File: src/sv/script_lexer_assert.svh
// Assertion macros for the script lexer.
// Used by the top level; no other dependencies.
`ifndef SCRIPT_LEXER_ASSERT_SVH
`define SCRIPT_LEXER_ASSERT_SVH
`ifndef NO_ASSERTIONS
`define SL_ASSERT_IMPL(label, clk, rst, prop, msg) \
   label: assert property (@(posedge clk) disable iff (rst) prop) else $error(msg);
`define SL_ASSERT_NORST(label, clk, prop, msg) \
   label: assert property (@(posedge clk) prop) else $error(msg);
`else
`define SL_ASSERT_IMPL(label, clk, rst, prop, msg)
`define SL_ASSERT_NORST(label, clk, prop, msg)
`endif
`endif

File: src/sv/slex_pkg.sv
// Package for the script lexer: token codes, modes, result record type.
// No dependencies.
`timescale 1ns / 1ps
package slex_pkg;
   localparam int KEYWORD_MAX_LEN_DEF = 8;
   localparam int POSITION_BITS_DEF   = 24;
   localparam int MAX_RESULTS         = 3;

   localparam logic [5:0] TK_DOT    = 6'd9;
   localparam logic [5:0] TK_SLASH  = 6'd12;
   localparam logic [5:0] TK_BANG   = 6'd15;
   localparam logic [5:0] TK_EQUAL  = 6'd17;
   localparam logic [5:0] TK_GREATER = 6'd19;
   localparam logic [5:0] TK_LESS   = 6'd21;
   localparam logic [5:0] TK_IDENT  = 6'd23;
   localparam logic [5:0] TK_STRING = 6'd24;
   localparam logic [5:0] TK_NUMBER = 6'd25;
   localparam logic [5:0] TK_KW0    = 6'd26;
   localparam logic [5:0] TK_ERROR  = 6'd47;
   localparam logic [5:0] TK_END    = 6'd48;

   localparam logic [2:0] FC_NONE    = 3'd0;
   localparam logic [2:0] FC_COMMENT = 3'd1;
   localparam logic [2:0] FC_STRING  = 3'd2;
   localparam logic [2:0] FC_ESCAPE  = 3'd3;
   localparam logic [2:0] FC_CHAR    = 3'd4;

   localparam logic [23:0] LINE_MAX = 24'hFFFFFF;

   typedef enum logic [11:0] {
      M_IDLE     = 12'b0000_0000_0001,
      M_IDENT    = 12'b0000_0000_0010,
      M_NUM_INT  = 12'b0000_0000_0100,
      M_NUM_DOT  = 12'b0000_0000_1000,
      M_NUM_FRAC = 12'b0000_0001_0000,
      M_OP       = 12'b0000_0010_0000,
      M_SLASH    = 12'b0000_0100_0000,
      M_LINE_CMT = 12'b0000_1000_0000,
      M_BLK_BODY = 12'b0001_0000_0000,
      M_BLK_STAR = 12'b0010_0000_0000,
      M_STR_BODY = 12'b0100_0000_0000,
      M_STR_ESC  = 12'b1000_0000_0000
   } mode_type;

   typedef struct packed {
      logic        item_kind;
      logic [5:0]  token_kind;
      logic [2:0]  fault_code;
      logic [23:0] token_offset;
      logic [15:0] token_length;
      logic [23:0] line_number;
      logic [7:0]  content_byte;
      logic        last_of_run;
   } result_type;

   function automatic logic is_alpha(input logic [7:0] c);
      return (c >= "a" && c <= "z") || (c >= "A" && c <= "Z") || c == "_";
   endfunction

   function automatic logic is_digit(input logic [7:0] c);
      return c >= "0" && c <= "9";
   endfunction

   // Code of a single-character punctuation byte; 6'h3F when not one.
   function automatic logic [5:0] single_code(input logic [7:0] c);
      case (c)
         "(": return 6'd0;
         ")": return 6'd1;
         "{": return 6'd2;
         "}": return 6'd3;
         "[": return 6'd4;
         "]": return 6'd5;
         ":": return 6'd6;
         ";": return 6'd7;
         ",": return 6'd8;
         ".": return 6'd9;
         "-": return 6'd10;
         "+": return 6'd11;
         "/": return 6'd12;
         "%": return 6'd13;
         "*": return 6'd14;
         default: return 6'h3F;
      endcase
   endfunction

   function automatic logic [5:0] op_base(input logic [7:0] op);
      case (op)
         "!": return TK_BANG;
         "=": return TK_EQUAL;
         ">": return TK_GREATER;
         default: return TK_LESS;
      endcase
   endfunction
endpackage

File: src/sv/slex_stream_if.sv
// Valid/ready channel interface carrying one payload.
// No dependencies.
`timescale 1ns / 1ps
interface slex_stream_if #(parameter type payload_type = logic [7:0]);
   logic        valid;
   logic        ready;
   payload_type payload;
   modport source (output valid, output payload, input ready);
   modport sink (input valid, input payload, output ready);
endinterface

File: src/sv/slex_keyword.sv
// Parallel keyword matcher over the identifier buffer.
// Depends on slex_pkg.
`timescale 1ns / 1ps
module slex_keyword #(
   parameter int KEYWORD_MAX_LEN = slex_pkg::KEYWORD_MAX_LEN_DEF
) (
   input  logic [KEYWORD_MAX_LEN-1:0][7:0]     word,
   input  logic [$clog2(KEYWORD_MAX_LEN+2)-1:0] word_len,
   output logic [5:0]                          kind
);
   import slex_pkg::*;
   localparam int LW = $clog2(KEYWORD_MAX_LEN + 2);

   // Compare the buffer against one keyword of up to eight bytes.
   function automatic logic hit(input logic [KEYWORD_MAX_LEN-1:0][7:0] w,
                                input logic [LW-1:0] n,
                                input logic [63:0] txt, input int len);
      logic ok;
      ok = (n == LW'(len));
      for (int i = 0; i < 8; i++) begin
         if (i < len && i < KEYWORD_MAX_LEN)
            if (w[i] != txt[63-8*i -: 8]) ok = 1'b0;
      end
      return ok;
   endfunction

   always_comb begin
      kind = TK_IDENT;
      if      (hit(word, word_len, {"and", 40'd0}, 3))      kind = TK_KW0 + 6'd0;
      else if (hit(word, word_len, {"break", 24'd0}, 5))    kind = TK_KW0 + 6'd1;
      else if (hit(word, word_len, {"catch", 24'd0}, 5))    kind = TK_KW0 + 6'd2;
      else if (hit(word, word_len, {"class", 24'd0}, 5))    kind = TK_KW0 + 6'd3;
      else if (hit(word, word_len, {"co", "ntinue"}, 8))    kind = TK_KW0 + 6'd4;
      else if (hit(word, word_len, {"else", 32'd0}, 4))     kind = TK_KW0 + 6'd5;
      else if (hit(word, word_len, {"false", 24'd0}, 5))    kind = TK_KW0 + 6'd6;
      else if (hit(word, word_len, {"for", 40'd0}, 3))      kind = TK_KW0 + 6'd7;
      else if (hit(word, word_len, {"fun", 40'd0}, 3))      kind = TK_KW0 + 6'd8;
      else if (hit(word, word_len, {"if", 48'd0}, 2))       kind = TK_KW0 + 6'd9;
      else if (hit(word, word_len, {"nil", 40'd0}, 3))      kind = TK_KW0 + 6'd10;
      else if (hit(word, word_len, {"or", 48'd0}, 2))       kind = TK_KW0 + 6'd11;
      else if (hit(word, word_len, {"print", 24'd0}, 5))    kind = TK_KW0 + 6'd12;
      else if (hit(word, word_len, {"r", "eturn", 16'd0}, 6)) kind = TK_KW0 + 6'd13;
      else if (hit(word, word_len, {"super", 24'd0}, 5))    kind = TK_KW0 + 6'd14;
      else if (hit(word, word_len, {"this", 32'd0}, 4))     kind = TK_KW0 + 6'd15;
      else if (hit(word, word_len, {"throw", 24'd0}, 5))    kind = TK_KW0 + 6'd16;
      else if (hit(word, word_len, {"true", 32'd0}, 4))     kind = TK_KW0 + 6'd17;
      else if (hit(word, word_len, {"try", 40'd0}, 3))      kind = TK_KW0 + 6'd18;
      else if (hit(word, word_len, {"var", 40'd0}, 3))      kind = TK_KW0 + 6'd19;
      else if (hit(word, word_len, {"w", "hile", 24'd0}, 5)) kind = TK_KW0 + 6'd20;
   end
endmodule

File: src/sv/slex_out_queue.sv
// Output queue: holds the up to three results of one byte and hands them
// out one per cycle while rsp.ready holds. Depends on slex_pkg, slex_stream_if.
`timescale 1ns / 1ps
module slex_out_queue (
   input  logic                  clock,
   input  logic                  reset,
   input  logic                  push,
   input  logic [1:0]            push_count,
   input  slex_pkg::result_type  push_data [3],
   output logic                  has_room,
   slex_stream_if.source         rsp
);
   import slex_pkg::*;

   // Four-entry circular buffer; room means three free slots.
   result_type  buf_ff [4];
   logic [1:0]  rd_ff, rd_in, wr_ff, wr_in;
   logic [2:0]  cnt_ff, cnt_in;
   logic        pop;

   assign pop         = rsp.valid && rsp.ready;
   assign rsp.valid   = cnt_ff != 3'd0;
   assign rsp.payload = buf_ff[rd_ff];
   assign has_room    = (cnt_ff - 3'(pop)) <= 3'd1;

   always_comb begin
      rd_in  = rd_ff + 2'(pop);
      wr_in  = wr_ff + (push ? push_count : 2'd0);
      cnt_in = cnt_ff - 3'(pop) + (push ? {1'b0, push_count} : 3'd0);
   end

   always_ff @(posedge clock) begin
      if (reset) begin
         rd_ff  <= '0;
         wr_ff  <= '0;
         cnt_ff <= '0;
      end else begin
         rd_ff  <= rd_in;
         wr_ff  <= wr_in;
         cnt_ff <= cnt_in;
      end
   end

   // Payload writes need no reset.
   always_ff @(posedge clock) begin
      if (push) begin
         for (int i = 0; i < 3; i++)
            if (2'(i) < push_count) buf_ff[wr_ff + 2'(i)] <= push_data[i];
      end
   end
endmodule

File: src/sv/script_lexer.sv
// Script lexer: a byte transfer is scanned in the cycle it is accepted, and its
// results are registered in the output queue; results leave one per cycle while
// the receiver is ready. A byte is accepted every cycle while at most one result
// stays queued after the current result transfer, so bytes with two or three
// results are paced by the output side. Synchronous active-high reset returns to
// idle at position 0, line 1; end of text does the same after its end token.
`timescale 1ns / 1ps
`include "script_lexer_assert.svh"
module script_lexer #(
   parameter int KEYWORD_MAX_LEN = slex_pkg::KEYWORD_MAX_LEN_DEF,
   parameter int POSITION_BITS   = slex_pkg::POSITION_BITS_DEF
) (
   input logic           clock,
   input logic           reset,
   slex_stream_if.sink   req,
   slex_stream_if.source rsp
);
   import slex_pkg::*;
   localparam int LW = $clog2(KEYWORD_MAX_LEN + 2);
   localparam int IW = $clog2(KEYWORD_MAX_LEN);

   mode_type                          mode_ff, mode_in;
   logic [POSITION_BITS-1:0]          pos_ff, pos_in, begin_ff, begin_in;
   logic [23:0]                       line_ff, line_in;
   logic [7:0]                        held_ff, held_in;
   logic [KEYWORD_MAX_LEN-1:0][7:0]   word_ff, word_in;
   logic [LW-1:0]                     wlen_ff, wlen_in;
   logic [15:0]                       cnt_ff, cnt_in;
   logic                              single_ff, single_in;

   logic        accept, room;
   logic [7:0]  b;
   logic [5:0]  kw_kind;
   result_type  res [3];
   logic [1:0]  nres;

   assign b         = req.payload;
   assign req.ready = room;
   assign accept    = req.valid && room;

   slex_keyword #(.KEYWORD_MAX_LEN(KEYWORD_MAX_LEN)) u_kw (
      .word(word_ff), .word_len(wlen_ff), .kind(kw_kind));

   slex_out_queue u_queue (
      .clock(clock), .reset(reset), .push(accept), .push_count(nres),
      .push_data(res), .has_room(room), .rsp(rsp));

   function automatic logic [15:0] sat_add(input logic [15:0] a, input logic [1:0] d);
      logic [16:0] s;
      s = {1'b0, a} + 17'(d);
      return s[16] ? 16'hFFFF : s[15:0];
   endfunction

   // Next-state and result logic for one byte.
   always_comb begin
      logic       restart, idle_scan, line_bump;
      logic [23:0] line_tok;
      logic [5:0]  sc;
      logic [7:0]  delim, esc;
      mode_in   = mode_ff;
      begin_in  = begin_ff;
      held_in   = held_ff;
      word_in   = word_ff;
      wlen_in   = wlen_ff;
      cnt_in    = cnt_ff;
      single_in = single_ff;
      restart   = 1'b0;
      idle_scan = 1'b0;
      line_bump = 1'b0;
      nres      = 2'd0;
      for (int i = 0; i < 3; i++) res[i] = '0;
      line_tok  = line_ff;
      delim     = single_ff ? 8'h27 : 8'h22;
      esc       = (b == "n") ? 8'h0A : (b == "r") ? 8'h0D : (b == "t") ? 8'h09 : b;
      sc        = single_code(b);

      case (mode_ff)
         M_IDENT: begin
            if (is_alpha(b) || is_digit(b)) begin
               if (wlen_ff < LW'(KEYWORD_MAX_LEN)) word_in[wlen_ff[IW-1:0]] = b;
               if (wlen_ff <= LW'(KEYWORD_MAX_LEN)) wlen_in = wlen_ff + 1'b1;
               cnt_in = sat_add(cnt_ff, 2'd1);
            end else begin
               res[0].token_kind   = kw_kind;
               res[0].token_offset = 24'(begin_ff);
               res[0].token_length = cnt_ff;
               nres = 2'd1;
               idle_scan = 1'b1;
            end
         end
         M_NUM_INT, M_NUM_FRAC: begin
            if (is_digit(b)) cnt_in = sat_add(cnt_ff, 2'd1);
            else if (b == "." && mode_ff == M_NUM_INT) mode_in = M_NUM_DOT;
            else begin
               res[0].token_kind   = TK_NUMBER;
               res[0].token_offset = 24'(begin_ff);
               res[0].token_length = cnt_ff;
               nres = 2'd1;
               idle_scan = 1'b1;
            end
         end
         M_NUM_DOT: begin
            if (is_digit(b)) begin
               cnt_in  = sat_add(cnt_ff, 2'd2);
               mode_in = M_NUM_FRAC;
            end else begin
               res[0].token_kind   = TK_NUMBER;
               res[0].token_offset = 24'(begin_ff);
               res[0].token_length = cnt_ff;
               res[1].token_kind   = TK_DOT;
               res[1].token_offset = 24'(pos_ff - 1'b1);
               res[1].token_length = 16'd1;
               nres = 2'd2;
               idle_scan = 1'b1;
            end
         end
         M_OP: begin
            res[0].token_offset = 24'(begin_ff);
            nres = 2'd1;
            if (b == "=") begin
               res[0].token_kind   = op_base(held_ff) + 6'd1;
               res[0].token_length = 16'd2;
               mode_in = M_IDLE;
            end else begin
               res[0].token_kind   = op_base(held_ff);
               res[0].token_length = 16'd1;
               idle_scan = 1'b1;
            end
         end
         M_SLASH: begin
            if (b == "/") mode_in = M_LINE_CMT;
            else if (b == "*") mode_in = M_BLK_BODY;
            else begin
               res[0].token_kind   = TK_SLASH;
               res[0].token_offset = 24'(begin_ff);
               res[0].token_length = 16'd1;
               nres = 2'd1;
               idle_scan = 1'b1;
            end
         end
         M_LINE_CMT: begin
            if (b == 8'h0A) begin
               line_bump = 1'b1;
               mode_in = M_IDLE;
            end else if (b == 8'h00) idle_scan = 1'b1;
         end
         M_BLK_BODY, M_BLK_STAR: begin
            if (b == 8'h00) begin
               res[0].token_kind   = TK_ERROR;
               res[0].fault_code   = FC_COMMENT;
               res[0].token_offset = 24'(begin_ff);
               res[1].token_kind   = TK_END;
               res[1].token_offset = 24'(pos_ff);
               nres = 2'd2;
               restart = 1'b1;
            end else if (b == "*") mode_in = M_BLK_STAR;
            else if (b == "/" && mode_ff == M_BLK_STAR) mode_in = M_IDLE;
            else begin
               line_bump = (b == 8'h0A);
               mode_in = M_BLK_BODY;
            end
         end
         M_STR_BODY: begin
            res[0].token_offset = 24'(begin_ff);
            res[0].token_kind   = TK_STRING;
            if (b == delim) begin
               cnt_in = sat_add(cnt_ff, 2'd1);
               res[0].token_length = cnt_in;
               nres = 2'd1;
               mode_in = M_IDLE;
            end else if (b == 8'h5C) mode_in = M_STR_ESC;
            else if (b == 8'h00) begin
               res[0].token_kind   = TK_ERROR;
               res[0].fault_code   = FC_STRING;
               res[1].token_kind   = TK_END;
               res[1].token_offset = 24'(pos_ff);
               nres = 2'd2;
               restart = 1'b1;
            end else begin
               cnt_in = sat_add(cnt_ff, 2'd1);
               res[0].item_kind    = 1'b1;
               res[0].content_byte = b;
               nres = 2'd1;
            end
         end
         M_STR_ESC: begin
            res[0].token_offset = 24'(begin_ff);
            nres = 2'd1;
            if (b == 8'h00) begin
               res[0].token_kind   = TK_ERROR;
               res[0].fault_code   = FC_STRING;
               res[1].token_kind   = TK_END;
               res[1].token_offset = 24'(pos_ff);
               nres = 2'd2;
               restart = 1'b1;
            end else if (b == 8'h27 || b == 8'h5C || b == 8'h22 || b == "n" ||
                         b == "r" || b == "t") begin
               cnt_in = sat_add(cnt_ff, 2'd1);
               res[0].item_kind    = 1'b1;
               res[0].token_kind   = TK_STRING;
               res[0].content_byte = esc;
               mode_in = M_STR_BODY;
            end else begin
               res[0].token_kind = TK_ERROR;
               res[0].fault_code = FC_ESCAPE;
               mode_in = M_IDLE;
            end
         end
         default: idle_scan = 1'b1;
      endcase

      // Scanning a byte from the idle state appends at most one result.
      if (idle_scan) begin
         mode_in = M_IDLE;
         if (b == 8'h00) begin
            res[nres].token_kind   = TK_END;
            res[nres].token_offset = 24'(pos_ff);
            nres = nres + 2'd1;
            restart = 1'b1;
         end else if (b == " " || b == 8'h0D || b == 8'h09) begin
         end else if (b == 8'h0A) line_bump = 1'b1;
         else if (is_alpha(b)) begin
            mode_in = M_IDENT; begin_in = pos_ff; cnt_in = 16'd1;
            word_in[0] = b; wlen_in = LW'(1);
         end else if (is_digit(b)) begin
            mode_in = M_NUM_INT; begin_in = pos_ff; cnt_in = 16'd1;
         end else if (b == "!" || b == "=" || b == "<" || b == ">") begin
            mode_in = M_OP; held_in = b; begin_in = pos_ff;
         end else if (b == "/") begin
            mode_in = M_SLASH; begin_in = pos_ff;
         end else if (b == 8'h22 || b == 8'h27) begin
            mode_in = M_STR_BODY; single_in = (b == 8'h27);
            begin_in = pos_ff; cnt_in = 16'd1;
         end else if (sc != 6'h3F) begin
            res[nres].token_kind   = sc;
            res[nres].token_offset = 24'(pos_ff);
            res[nres].token_length = 16'd1;
            nres = nres + 2'd1;
         end else begin
            res[nres].token_kind   = TK_ERROR;
            res[nres].fault_code   = FC_CHAR;
            res[nres].token_offset = 24'(pos_ff);
            nres = nres + 2'd1;
         end
      end

      for (int i = 0; i < 3; i++) begin
         res[i].line_number = line_tok;
         res[i].last_of_run = (2'(i) == nres - 2'd1);
      end

      line_in = (line_bump && line_ff != LINE_MAX) ? line_ff + 24'd1 : line_ff;
      pos_in  = pos_ff + 1'b1;
      if (restart) begin
         mode_in = M_IDLE; pos_in = '0; begin_in = '0; line_in = 24'd1;
         held_in = '0; wlen_in = '0; cnt_in = '0; single_in = 1'b0;
      end
   end

   always_ff @(posedge clock) begin
      if (reset) begin
         mode_ff <= M_IDLE; pos_ff <= '0; begin_ff <= '0; line_ff <= 24'd1;
         held_ff <= '0; wlen_ff <= '0; cnt_ff <= '0; single_ff <= 1'b0;
      end else if (accept) begin
         mode_ff <= mode_in; pos_ff <= pos_in; begin_ff <= begin_in;
         line_ff <= line_in; held_ff <= held_in; wlen_ff <= wlen_in;
         cnt_ff <= cnt_in; single_ff <= single_in;
      end
   end

   // Identifier bytes need no reset.
   always_ff @(posedge clock) begin
      if (accept) word_ff <= word_in;
   end

   `SL_ASSERT_IMPL(a_onehot_mode, clock, reset, $onehot(mode_ff), "mode not one-hot")
   `SL_ASSERT_IMPL(a_line_nonzero, clock, reset, line_ff != 24'd0, "line count is zero")
   `SL_ASSERT_IMPL(a_end_restart, clock, reset,
      (accept && mode_ff == M_IDLE && b == 8'h00) |=> (pos_ff == '0),
      "end of text did not restart position")
   `SL_ASSERT_IMPL(a_rsp_hold, clock, reset,
      (rsp.valid && !rsp.ready) |=> (rsp.valid && $stable(rsp.payload)),
      "stalled result changed or dropped")
endmodule

File: src/flat_wrapper.sv
// flat-port wrapper written by rule: the top's interface ports become plain ports
module script_lexer_flat import slex_pkg::*;
#(
   parameter int KEYWORD_MAX_LEN = slex_pkg::KEYWORD_MAX_LEN_DEF,
   parameter int POSITION_BITS   = slex_pkg::POSITION_BITS_DEF
)
  (clock, reset, req_valid, req_payload, req_ready, rsp_valid, rsp_payload, rsp_ready);
  slex_stream_if #(.payload_type(logic [7:0])) req_i ();
  slex_stream_if #(.payload_type(result_type)) rsp_i ();
  input logic clock;
  input logic reset;
  input wire logic [$bits(req_i.valid)-1:0] req_valid;
  input wire logic [$bits(req_i.payload)-1:0] req_payload;
  output wire logic [$bits(req_i.ready)-1:0] req_ready;
  output wire logic [$bits(rsp_i.valid)-1:0] rsp_valid;
  output wire logic [$bits(rsp_i.payload)-1:0] rsp_payload;
  input wire logic [$bits(rsp_i.ready)-1:0] rsp_ready;
  assign req_i.valid = req_valid;
  assign req_i.payload = req_payload;
  assign req_ready = req_i.ready;
  assign rsp_valid = rsp_i.valid;
  assign rsp_payload = rsp_i.payload;
  assign rsp_i.ready = rsp_ready;
  script_lexer #(.KEYWORD_MAX_LEN(KEYWORD_MAX_LEN), .POSITION_BITS(POSITION_BITS)) u_core (.clock(clock), .reset(reset), .req(req_i), .rsp(rsp_i));
endmodule
File: config.mk
export PLATFORM = sky130hd
export DESIGN_NAME = script_lexer_flat
export DESIGN_NICKNAME = d
export VERILOG_FILES = /design/src/sv/slex_pkg.sv /design/src/sv/slex_stream_if.sv /design/src/sv/slex_keyword.sv /design/src/sv/slex_out_queue.sv /design/src/sv/script_lexer.sv /design/src/flat_wrapper.sv
export VERILOG_INCLUDE_DIRS = /design/src /design/src/sv
export SDC_FILE = /design/constraint.sdc
export NUM_CORES = 1
export LEC_CHECK = 0
export ABC_CLOCK_PERIOD_IN_PS = 26500
export BUFFER_PORTS_ARGS = -buffer_cell sky130_fd_sc_hd__buf_4
export CORE_MARGIN = 2
export CORE_UTILIZATION = 65
export DETAILED_ROUTE_END_ITERATION = 12
export PLACE_DENSITY = 0.92
export SLEW_MARGIN = 20
export SYNTH_ARGS = -nofsm -noshare
export SYNTH_HDL_FRONTEND = slang
export SYNTH_HIERARCHICAL = 1
export SYNTH_SLANG_ARGS = --single-unit
File: constraint.sdc
create_clock -name clock -period 26.5 [get_ports clock]
set_input_delay 0 -clock clock [delete_from_list [all_inputs] [get_ports clock]]
set_output_delay 0 -clock clock [all_outputs]
set_load 0.01 [all_outputs]
==> qor.csv, run 1 <==
metric,value,unit
status,"finished, final reports clean",
Tot Pwr,2439,uW
synth unique cells,106,
TritonCTS Buffers,55,
FF-to-FF Start,u_core/mode_ff[11],
WHS Endpoint,u_core/u_queue/rd_ff[1],
post-DP HPWL,64990,um
die area,54010,um2
critical path type,flop to flop,
critical path data required time,26.87,ns
Filler cells,3300,
DRT iter0 DRCs,3423,
Cells on Worst Hold Path,5,
final net count,3145,
clk sinks,516,
Finished Layout Cells,3842,
GP Congestion,1.019,
post-layout min period,7.039,ns
Setup TNS Final,0,ns
GRT Total Usage,37.62,%
R2R setup slack,19.46,ns
placed cell count,3727,
WL/cell,26.63,um
fraction of registers with async set or reset after synthesis,0,%
# rows,83,
final setup violating endpoints,0,
CP Capture Type,flop,
drt drc,0,
Setup Skew,0.05296,ns
#FFs+latches synth,516,
Die H,232.4,um
Tightest Pin Transition,1.267,ns
H-tree Lvls,2,
Post-synth EDFFs,396,
worst reg-to-reg path cell count,12,
post-synthesis sequential area ratio,42.15,%
DR vias,26692,
Synthesis Warnings,6,
clock latency on the worst-skew pair,0.65,ns
Antenna Nets Post-Route,0,
"worst slack, placed",19.72,ns
final global-route overflow total,0,
LEAKAGE,0.01441,uW
syn_area_per_cell,11.57,um2
CTS tree,built,
share of layout cells above drive strength 1,33.65,%
Synth Cell Area,33910,um2
Mapped Cells,2931,
Tcrit/Tclk final,26.56,%
R2R Path End,u_core/u_queue/buf_ff[1][13],
startpoint types,flop,
"Top FF cell, synth",edfxtp_1,
PortBufs,96,
final worst setup slack,19.46,ns
first-pass GRT wire length,155900,um
worst vdd ir,0.00008734,V
Clock Tree Buf Depth,3,
Final Hold Viols,0,
post-CTS setup buffers,0,
Die Wd,232.4,um
Max-slew headroom,14.93,%
area delta synth->final,10.19,%
Slew Limit Fails,0,
vias in the first global route,26985,
"Arr. time, crit path",7.41,ns
P per Cell Area,65.28,nW/um2
max-cap violation count,0,
IO Count,97,
DR pass1 iterations,6,
root buffer cell,clkbuf_16,
fin util,72.69,%
Worst Min Path Start,rsp_ready,
vias per std cell,6.947,
f_max,142.1,MHz
"CTS clk-pin slew, worst paths",0.06,ns
Hold Crit Class,primary input to flop,
Diodes inserted,0,
initial antenna violation count,2,
unrepaired setup endpoints after global routing,false,
WL final,102300,um
CP Max Fanout,38,
core area,51410,um2
Initial Util,65.97,%
largest net degree at the start of global routing,68,
state kept, by name (all words and copies together), names as in the netlist:
| name | flops |
|---|---|
| u_core/cnt_ff | 16 |
| u_core/pos_ff | 24 |
| u_core/u_queue/buf_ff | 332 |
| u_core/mode_ff | 12 |
| u_core/single_ff | 1 |
| u_core/u_queue/cnt_ff | 3 |
| u_core/u_queue/rd_ff | 2 |
| u_core/wlen_ff | 4 |
| u_core/u_queue/wr_ff | 2 |
| u_core/held_ff | 8 |
| u_core/line_ff | 24 |
| u_core/word_ff | 64 |
| u_core/begin_ff | 24 |
power breakdown:
group          switching (uW)  internal, uW
combinational             356           273
clock                     339           443
sequential               64.4           963
worst max-delay path, stage by stage, from the launching register on:
cell,delay [ns]
dfxtp_1,0.43
or4_4,0.70
or4_1,0.93
nand3_1,0.24
o21ba_2,0.19
or3b_1,0.64
and2_1,0.66
xnor2_2,0.34
inv_1,0.21
nand4_1,0.58
buf_4,0.65
buf_4,0.63
mux2_2,0.43
routing by layer:
metal,vias to the layer above,share of wire [%],global-route usage [%]
li1,11488,-,-
met1,12966,38,48.78
met2,1795,47,60.57
met3,439,10,6.471
met4,4,5.1,19.91
met5,-,0.023,0
what timing repair did:
action	CTS	global route
hold buffers	11	0
resized for setup	0	0
hold endpoints to repair	87	0
stage by stage:
step	hold slack, ns	instance area, um2
CTS	0.01422	37330
detailed placement	0.3622	35410
global route	0.05702	37360
finish	0.02596	37360
floorplan	0.07161	34690
global placement	0.3536	35410
final cells by class:
class                           count  area, um2  share of cell area (%)
Tap cell                          680      850.8                   2.277
Inverter                           27      101.3                  0.2712
Multi-Input combinational cell   2359      19080                   51.06
Clock buffer                       71       1466                   3.925
Sequential cell                   516      14300                   38.27
Clock inverter                     32      350.3                  0.9376
Timing Repair Buffer              157       1217                   3.258
how the worst max path moves through the flow:
stage                              endpoint  slack [ns]                from  cells past startpoint
2_1_floorplan   u_core/u_queue/buf_ff[2][0]       16.60   u_core/mode_ff[4]                     13
3_3_place_gp   u_core/u_queue/buf_ff[0][11]       19.88   u_core/mode_ff[4]                     12
3_5_place_dp   u_core/u_queue/buf_ff[0][11]       19.72   u_core/mode_ff[4]                     12
4_1_cts         u_core/u_queue/buf_ff[0][9]       19.72  u_core/mode_ff[11]                     12
5_1_grt        u_core/u_queue/buf_ff[1][13]       19.40   u_core/mode_ff[4]                     12
6_report       u_core/u_queue/buf_ff[1][13]       19.46  u_core/mode_ff[11]                     12
logic make-up after synthesis:
logic type	share of synthesized area [%]
AOI/OAI and AO/OA	6.752
muxes	29.23
and+or+nand+nor	15.68
DFF	42.15
xor gates and xnor gates	1.365
adders and majority gates	0.6494
buffers and inverters	4.162
other	0.01106
cells in the final DEF, fill, tap and decap left out, types with 39 or more instances in the layout:
cell type / n
nor2_1: 170
edfxtp_1: 396
a21oi_1: 73
nand3_1: 122
and3_1: 52
buf_4: 144
nand2_1: 207
mux2_2: 603
mux4_2: 83
mux2_4: 70
o21ai_0: 111
nor3_1: 47
dfxtp_1: 118
nand4_1: 68
clkbuf_16: 55
conb_1: 208
nor4_1: 39
cell usage after synthesis, types with 28 or more instances:
master	count	area, um2
a21oi_1	73	365.4
and2_1	29	181.4
and3_1	53	331.6
buf_2	44	220.2
buf_6	41	461.7
clkbuf_1	122	457.9
dfxtp_1	120	2402
edfxtp_1	396	11890
mux2_2	603	6790
mux2_4	70	1051
mux4_2	83	1869
nand2_1	208	780.8
nand3_1	123	615.6
nand4_1	68	425.4
nor2_1	172	645.6
nor3_1	48	240.2
nor4_1	40	250.2
o21ai_0	111	555.5
xor2_1	28	245.2
(Power assumes the default switching activity.)
==> run 2: changes to the inputs <==
- ABC_CLOCK_PERIOD_IN_PS: 26500 -> 6150
- CORE_UTILIZATION: 65 -> 58
- PLACE_DENSITY: 0.92 -> 0.87
- clock period: 26.5 -> 6.15 ns (I/O delays scaled with it)
==> run 2 against run 1 <==
Die area rose by 12%; utilization decreased by 7.1 points; largest power group unchanged; cell area grew 1.3%; cell count up 2.9%; sequential power rose to 4.2 times the previous value; non-clock buffer count increased by 25; combinational power grew to 4.3 times the previous value; count of clock-buffer cells in the layout increased by 9; hold slack gained 0.026 ns; clock power grew to 4.1 times the previous value; total power increased to 4.2 times the previous value.
==> qor.csv, run 2 (same netlist as run 1, synthesis figures left out) <==
metric,value,unit,change
status,"finished, final reports clean",,
die area,60420,um2,+12%
post-CTS sizing,0,,unchanged
PortBufs,96,,unchanged
clock latency on the worst-skew pair,0.64,ns,about the same
"Arr. time, crit path",5.53,ns,-1.88 ns
share of layout cells above drive strength 1,33.82,%,+0.18 points
GRT Total Usage,31.88,%,-5.7 points
Max-slew headroom,26.75,%,+12 points
post-CTS setup buffers,0,,unchanged
max-cap violation count,0,,unchanged
critical path data required time,6.51,ns,-20.36 ns
Initial Util,58.77,%,-7.2 points
LEAKAGE,0.01458,uW,+1.2%
# rows,88,,+6.0%
P per Cell Area,272.7,nW/um2,+320%
worst vdd ir,0.0003513,V,+300%
startpoint types,flop,,
unrepaired setup endpoints after global routing,false,,
"delay-heaviest family, CP",simple AND/OR/NAND/NOR gates,,
core area,57700,um2,+12%
Worst path depth,12,,unchanged
Setup TNS Final,0,ns,unchanged
sequence of cells on the critical path,"or4_1, or4_1, a21oi_1, o221ai_1, or3b_1, nand2_1, mux2i_1, inv_1, nand4b_1, buf_12, mux2_2, mux2_2",,
Hold Crit Class,primary input to flop,,
GP Congestion,1.040,,+2.1%
worst reg-to-reg path cell count,12,,unchanged
vias per std cell,6.641,,-4.4%
final global-route overflow total,0,,unchanged
DR pass1 iterations,8,,+2
"CTS clk-pin slew, worst paths",0.06,ns,about the same
WP buf/inv,2,,-1
CP Capture Type,flop,,
most frequent cells in the layout,"603 x mux2_2, 396 x edfxtp_1, 208 x nand2_1, 208 x conb_1, 170 x nor2_1",,
Regs by FF count,"u_core/u_queue/buf_ff (332), u_core/word_ff (64)",,
critical path type,flop to flop,,
final net count,3170,,+0.79%
f_max,193.4,MHz,+36%
Slew Limit Fails,0,,unchanged
final setup violating endpoints,0,,unchanged
Tightest Pin Transition,1.090,ns,-0.1771 ns
CP Max Fanout,59,,+55%
drt drc,0,,unchanged
Tcrit/Tclk final,84.09,%,+58 points
CP max stage cell,or4_1,,
Cells on Worst Hold Path,5,,unchanged
initial antenna violation count,1,,-1
Diodes inserted,0,,unchanged
WL/cell,24.72,um,-7.2%
vias in the first global route,26079,,-3.4%
Setup Skew,0.03914,ns,-0.01382 ns
Slowest Stage Delay on Critical Path,0.75,ns,-0.18 ns
Clock Tree Buf Depth,3,,unchanged
root buffer cell,clkbuf_16,,
clk sinks,516,,unchanged
post-DP HPWL,62490,um,-3.8%
Tot Pwr,10320,uW,+320%
largest net degree at the start of global routing,84,,+24%
"leading cell type in the layout, fill and taps excluded",mux2_2,,
Final Hold Viols,0,,unchanged
first-pass GRT wire length,150100,um,-3.7%
DRT iter0 DRCs,3042,,-11%
IO Count,97,,unchanged
H-tree Lvls,2,,unchanged
Reg with most FFs,u_core/u_queue/buf_ff,,
WL final,97700,um,-4.5%
Die Wd,245.8,um,+5.8%
area delta synth->final,11.61,%,
TritonCTS Buffers,55,,unchanged
DR vias,26247,,-1.7%
Largest register FFs,332,,unchanged
Die H,245.8,um,+5.8%
Antenna Nets Post-Route,0,,unchanged
post-layout min period,5.172,ns,-1.867 ns
CTS tree,built,,
-- run 2: cell count changes in the layout (fill, tap and decap cells not counted), sizes merged --
cell / previous run / this run
buf: 146 / 170
bufinv: 5 / 2
clkbuf: 71 / 80
clkinv: 20 / 18
clkinvlp: 3 / 2
dlygate4sd3: 11 / 12
inv: 31 / 28
-- run 2: final timing paths --
check,start,to,slack [ns]
max,u_core/mode_ff[4],u_core/u_queue/buf_ff[3][30],0.98
min reg2reg,u_core/begin_ff[19],u_core/begin_ff[19],0.46
min,req_valid,u_core/pos_ff[1],0.05
max reg2reg,u_core/mode_ff[4],u_core/u_queue/buf_ff[3][30],0.98
-- run 2: cell type report --
class | count | area (um2)
clock buffers | 80 | 1510
multi-input cells | 2359 | 19100
fillers | 4232 | 19850
repair buffers | 182 | 1672
clock inverters | 23 | 210.2
well taps | 765 | 957.2
inverters | 27 | 101.3
flip-flops and latches | 516 | 14300
-- run 2: where the power goes --
part	internal, uW	switching (uW)
Sequential	4140	231
Clock	1800	1430
Combinational	1210	1510
Total	7160	3160
-- run 2: repair_timing --
| action | 4_1_cts | 5_1_grt |
|---|---|---|
| hold buffers | 12 | 0 |
| setup endpoints to repair | 0 | 0 |
| hold endpoints to repair | 88 | 0 |
-- run 2: layer usage --
metal / up-vias / part of all wire [%] / GRT usage, %
li1: 11562 / - / -
met1: 12772 / 38 / 40.78
met2: 1558 / 47 / 52.20
met3: 353 / 10 / 6.646
met4: 2 / 4.4 / 14.30
met5: - / 0.012 / 0
-- run 2: stage by stage --
step,hold slack [ns],utilization [%],worst slack [ns],cell area [um2],std cells
finish,0.05150,65.60,0.9784,37850,3952
global route,0.05448,65.60,0.7929,37850,3952
CTS,0.01419,65.58,1.093,37840,3952
detailed placement,0.3598,62.39,1.128,36000,3837
global placement,0.3625,62.39,1.264,36000,3837
floorplan,0.07161,-,0.2332,34710,3138
-- run 2: worst min-delay path, stage by stage --
cell and delay (ns):
buf_4 0.08, nand2_1 0.12, buf_4 0.27, nand2_1 0.11, a21oi_1 0.06
